$ cat src/rarst_pkg.sv
`timescale 1ns / 1ps

package rarst_pkg;

    localparam logic CMD_ADD = 1'b0;
    localparam logic CMD_SUM = 1'b1;

    localparam int IDX_W = 10;
    localparam int AMT_W = 32;
    localparam int SUM_W = 64;

    // one classified command as it sits in the queue
    typedef struct packed {
        logic             is_sum;
        logic             empty;
        logic [IDX_W-1:0] lo;
        logic [IDX_W-1:0] hi;
        logic [SUM_W-1:0] amt;
    } rarst_cmd_t;

endpackage

$ cat src/rarst_front.sv
`timescale 1ns / 1ps

module rarst_front
    import rarst_pkg::*;
#(
    parameter int LEAVES = 1024,
    parameter int DEPTH  = 2
)
(
    input  logic                    clk,
    input  logic                    rst_n,
    input  logic                    in_valid,
    output logic                    in_ready,
    input  logic                    cmd,
    input  logic [IDX_W-1:0]        range_low,
    input  logic [IDX_W-1:0]        range_high,
    input  logic signed [AMT_W-1:0] add_amount,
    output logic                    q_valid,
    input  logic                    q_ready,
    output rarst_cmd_t              q_data
);

    localparam int PW = (DEPTH > 1) ? $clog2(DEPTH) : 1;
    localparam int CW = $clog2(DEPTH + 1);
    // last reachable position, saturated to the index range
    localparam int LAST_I = (LEAVES > (1 << IDX_W)) ? (1 << IDX_W) - 1 : LEAVES - 1;
    localparam logic [IDX_W:0] LAST = (IDX_W+1)'(LAST_I);

    rarst_cmd_t        fifo_reg [DEPTH];
    logic [PW-1:0]     wr_reg, rd_reg;
    logic [CW-1:0]     cnt_reg;
    logic              push, pop;
    rarst_cmd_t        item;
    logic [IDX_W:0]    hi_clip;

    assign in_ready = (cnt_reg != CW'(DEPTH));
    assign q_valid  = (cnt_reg != '0);
    assign q_data   = fifo_reg[rd_reg];
    assign push     = in_valid && in_ready;
    assign pop      = q_valid && q_ready;

    // clip range to existing leaves, flag empty ranges
    always_comb
    begin
        hi_clip     = ({1'b0, range_high} > LAST) ? LAST : {1'b0, range_high};
        item.is_sum = (cmd == CMD_SUM);
        item.lo     = range_low;
        item.hi     = hi_clip[IDX_W-1:0];
        item.empty  = ({1'b0, range_low} > hi_clip);
        item.amt    = SUM_W'(add_amount);
    end

    always_ff @(posedge clk)
    begin
        if (push)
        begin
            fifo_reg[wr_reg] <= item;
        end
    end

    always_ff @(posedge clk or negedge rst_n)
    begin
        if (!rst_n)
        begin
            wr_reg  <= '0;
            rd_reg  <= '0;
            cnt_reg <= '0;
        end
        else
        begin
            if (push)
            begin
                wr_reg <= (wr_reg == PW'(DEPTH - 1)) ? '0 : wr_reg + 1'b1;
            end
            if (pop)
            begin
                rd_reg <= (rd_reg == PW'(DEPTH - 1)) ? '0 : rd_reg + 1'b1;
            end
            cnt_reg <= cnt_reg + CW'(push) - CW'(pop);
        end
    end

endmodule

$ cat config.mk
export PLATFORM = sky130hd
export DESIGN_NAME = rarst_front
export DESIGN_NICKNAME = d
export VERILOG_FILES = /design/src/rarst_pkg.sv /design/src/rarst_front.sv
export SDC_FILE = /design/constraint.sdc
export NUM_CORES = 1
export LEC_CHECK = 0
export ABC_AREA = 1
export BUFFER_PORTS_ARGS = -buffer_cell sky130_fd_sc_hd__buf_2
export CELL_PAD_IN_SITES_DETAIL_PLACEMENT = 1
export CELL_PAD_IN_SITES_GLOBAL_PLACEMENT = 1
export CORE_ASPECT_RATIO = 0.9
export CORE_MARGIN = 10
export CORE_UTILIZATION = 35
export DETAILED_ROUTE_END_ITERATION = 8
export GPL_ROUTABILITY_DRIVEN = 0
export PLACE_DENSITY = 0.73
export SLEW_MARGIN = 40
export SYNTH_ARGS = -nofsm -noshare
export SYNTH_HDL_FRONTEND = slang
export SYNTH_SLANG_ARGS = --single-unit
export TNS_END_PERCENT = 30
$ cat constraint.sdc
create_clock -name clk -period 8.3 [get_ports clk]
set_input_delay 2.49 -clock clk [delete_from_list [all_inputs] [get_ports clk]]
set_output_delay 2.49 -clock clk [all_outputs]
set_load 0.02 [all_outputs]
==> results.cfg <==
[setup_path]
arrival_ns = 2.22
start_kind = flip-flop
required_ns = 5.81
crit_path_end_kind = output port
cp_cell_sequence = buf_4, nand2_1, nand2_1, buf_2
critical-path-max-stage-delay_ns = 0.54
cp_common_cell = nand2_1
crit_type = flip-flop to output port
critPathMaxFanout = 54
cpMaxStageDelayCell = nand2_1

[die]
dieWidth_um = 142.3
core_um2 = 13260
dieArea_um2 = 18520
fp.dieH_um = 130.1
pin_count = 145
num_rows = 40
initial_core_util_pct = 35.55

[sta]
rsz0062_at_grt = no
tightest_slew_ns = 0.7717
period_share_pct = 56.76
setup_tns_ns = 0
finalClockSkew_ns = 0.007847
finalWorstSetupSlack_ns = 3.589
slew-limit-headroom_pct = 48.55
final_max_slew_viol_count = 0
post-route-min-period_ns = 4.711
hold_viol_final = 0
finalSetupViolCount = 0
timing.fmax_mhz = 212.2
holdWs_ns = 0.5676

[synthesis]
synth.avg_cell_area_um2 = 12.15
synth_cell_types = 20
synth_seq_cells = 112
yosysWarnings = 0
synth-seq-area-share_pct = 70.91
syn_area_um2 = 4715
ys.flop_type = edfxtp_1
async_flop_share_pct = 3.571
synthCells = 388
synth_edf_count = 108
syn-num-nets = 457

[placement]
dpl.hpwl_um = 8027
pre_cts_slack_ns = 3.904
portBuffers = 144
dp_cells = 660

[global_routing]
track_usage_pct = 12.01
grt_max_degree = 56
grt_pass1_wl_um = 17140
overflow = 0
first_global_vias = 3301
antenna_found_initial = 0

[clock_tree]
cts_tree = built
cts_num_sinks = 112
path_clk_slew_ns = 0.07
ctsRootBufferMaster = clkbuf_16
postCtsResizedCells = 0
cts_buffer_depth = 2
ctsHoldBuffers = 0
htreeDepth = 3
cts_buffers = 9
clock_latency_ns = 0.35
cts_setup_buffers = 0

[drt]
drtAntennaViolNets = 0
route.met3.wl_um = 882
top_layer_used = met4
drc_errors = 0
avgRoutedWirePerCell_um = 16.58
post_drt_via_cell_ratio = 4.417
wl_met1_um = 4318
drt-total-wl_um = 11220
met2_length_um = 5930
drtPass1Iterations = 4
drtIter0Drc = 139
vias = 2990

[layout]
syn2layout_area_growth_pct = 20.44
antennaDiodeCount = 0
nets = 573
largest_register_ffs = 108
layout-drive-gt1-share_pct = 34.58
seq_area_um2 = 3344
fillers = 1476
layout.cells.non_filler = 677
multiInputGateArea_um2 = 960.9

[power]
p_leak_nw = 2.574
power_mw = 2.202
vdd_ir_drop_max_mv = 0.1805
power.density_nw_per_um2 = 387.7

[run_status]
status = finished, final reports clean

[job]
cap_violations = 0

[min_path]
hold_path.class = flip-flop to flip-flop
## metal layers
layer / up-vias / GRT usage, %
met5: - / 0
met4: 0 / 2.794
met3: 8 / 5.848
met2: 84 / 22.02
met1: 1432 / 11.99
li1: 1466 / -
## per-stage QoR
stage                     area (um2)  util, %
after floorplan                 4715        -
after global placement          5350    40.34
after detailed placement        5350    40.34
after CTS                       5663    42.70
after global routing            5678    42.81
final                           5678    42.81
## logic make-up after synthesis
family,synth area share [%]
flip-flops,70.91
buffers and inverters,8.970
XOR/XNOR,0.7167
AO/OA/AOI/OAI,0.5042
AND/OR/NAND/NOR,15.71
adder cells (fa/ha/maj),3.185
## cells in the final DEF (no fill, tap or decap), types with 2 or more instances in the layout
cell	netlist	layout
a21oi_1	3	3
dfrtp_1	4	3
clkinv_4	0	3
inv_1	21	21
edfxtp_1	108	108
inv_6	1	2
buf_2	4	144
nand2_1	178	178
nor2_4	1	3
inv_8	0	2
nand2_2	3	3
clkbuf_16	0	9
xnor2_1	2	2
ha_1	12	12
nor2_1	6	5
buf_4	34	3
## synthesized netlist by cell type, types with 2 or more instances
library cell | instances | share of area [%]
edfxtp_1 | 108 | 69
buf_2 | 4 | 0.42
buf_6 | 5 | 1.2
a21oi_1 | 3 | 0.32
nand2_2 | 3 | 0.40
xnor2_1 | 2 | 0.37
dfrtp_1 | 4 | 2.1
buf_4 | 34 | 5.4
nand2_1 | 178 | 14
inv_1 | 21 | 1.7
nor2_1 | 6 | 0.48
ha_1 | 12 | 3.2
## worst paths after layout
| path | start | end | slack, ns | depth (start not counted) |
|---|---|---|---|---|
| max | rd_reg | q_data[47] | 3.59 | 4 |
| min | cnt_reg[0] | cnt_reg[0] | 0.57 | 1 |
| max reg2reg | cnt_reg[1] | fifo_reg[1][22] | 6.33 | 4 |
| min reg2reg | cnt_reg[0] | cnt_reg[0] | 0.57 | 1 |
| max in group asynchronous | rst_n | rd_reg | 6.23 | 1 |
| min in group asynchronous | rst_n | cnt_reg[1] | 1.93 | 1 |
## area by class of cell
| cell class | instances | area share (%) |
|---|---|---|
| clock buffer | 9 | 3.967 |
| sequential | 112 | 58.90 |
| clock inverter | 7 | 1.543 |
| inverter | 23 | 1.609 |
| tap | 168 | 3.702 |
| timing repair buffer | 148 | 13.35 |
| multi-input combinational | 210 | 16.92 |
## power breakdown
part	switching [mW]	leakage [nW]	internal [mW]
sequential	0.0364	1.05	0.773
clock	0.205	0.154	0.241
combinational	0.688	1.37	0.259
total	0.929	2.57	1.27
## worst max-delay path, delay by kind of cell, from the launching register on
family / cells / cell delay (ns)
buffers and inverters: 2 / 0.81
AND/OR/NAND/NOR: 2 / 0.64
flip-flops: 1 / 0.40
(Power assumes the default switching activity.)
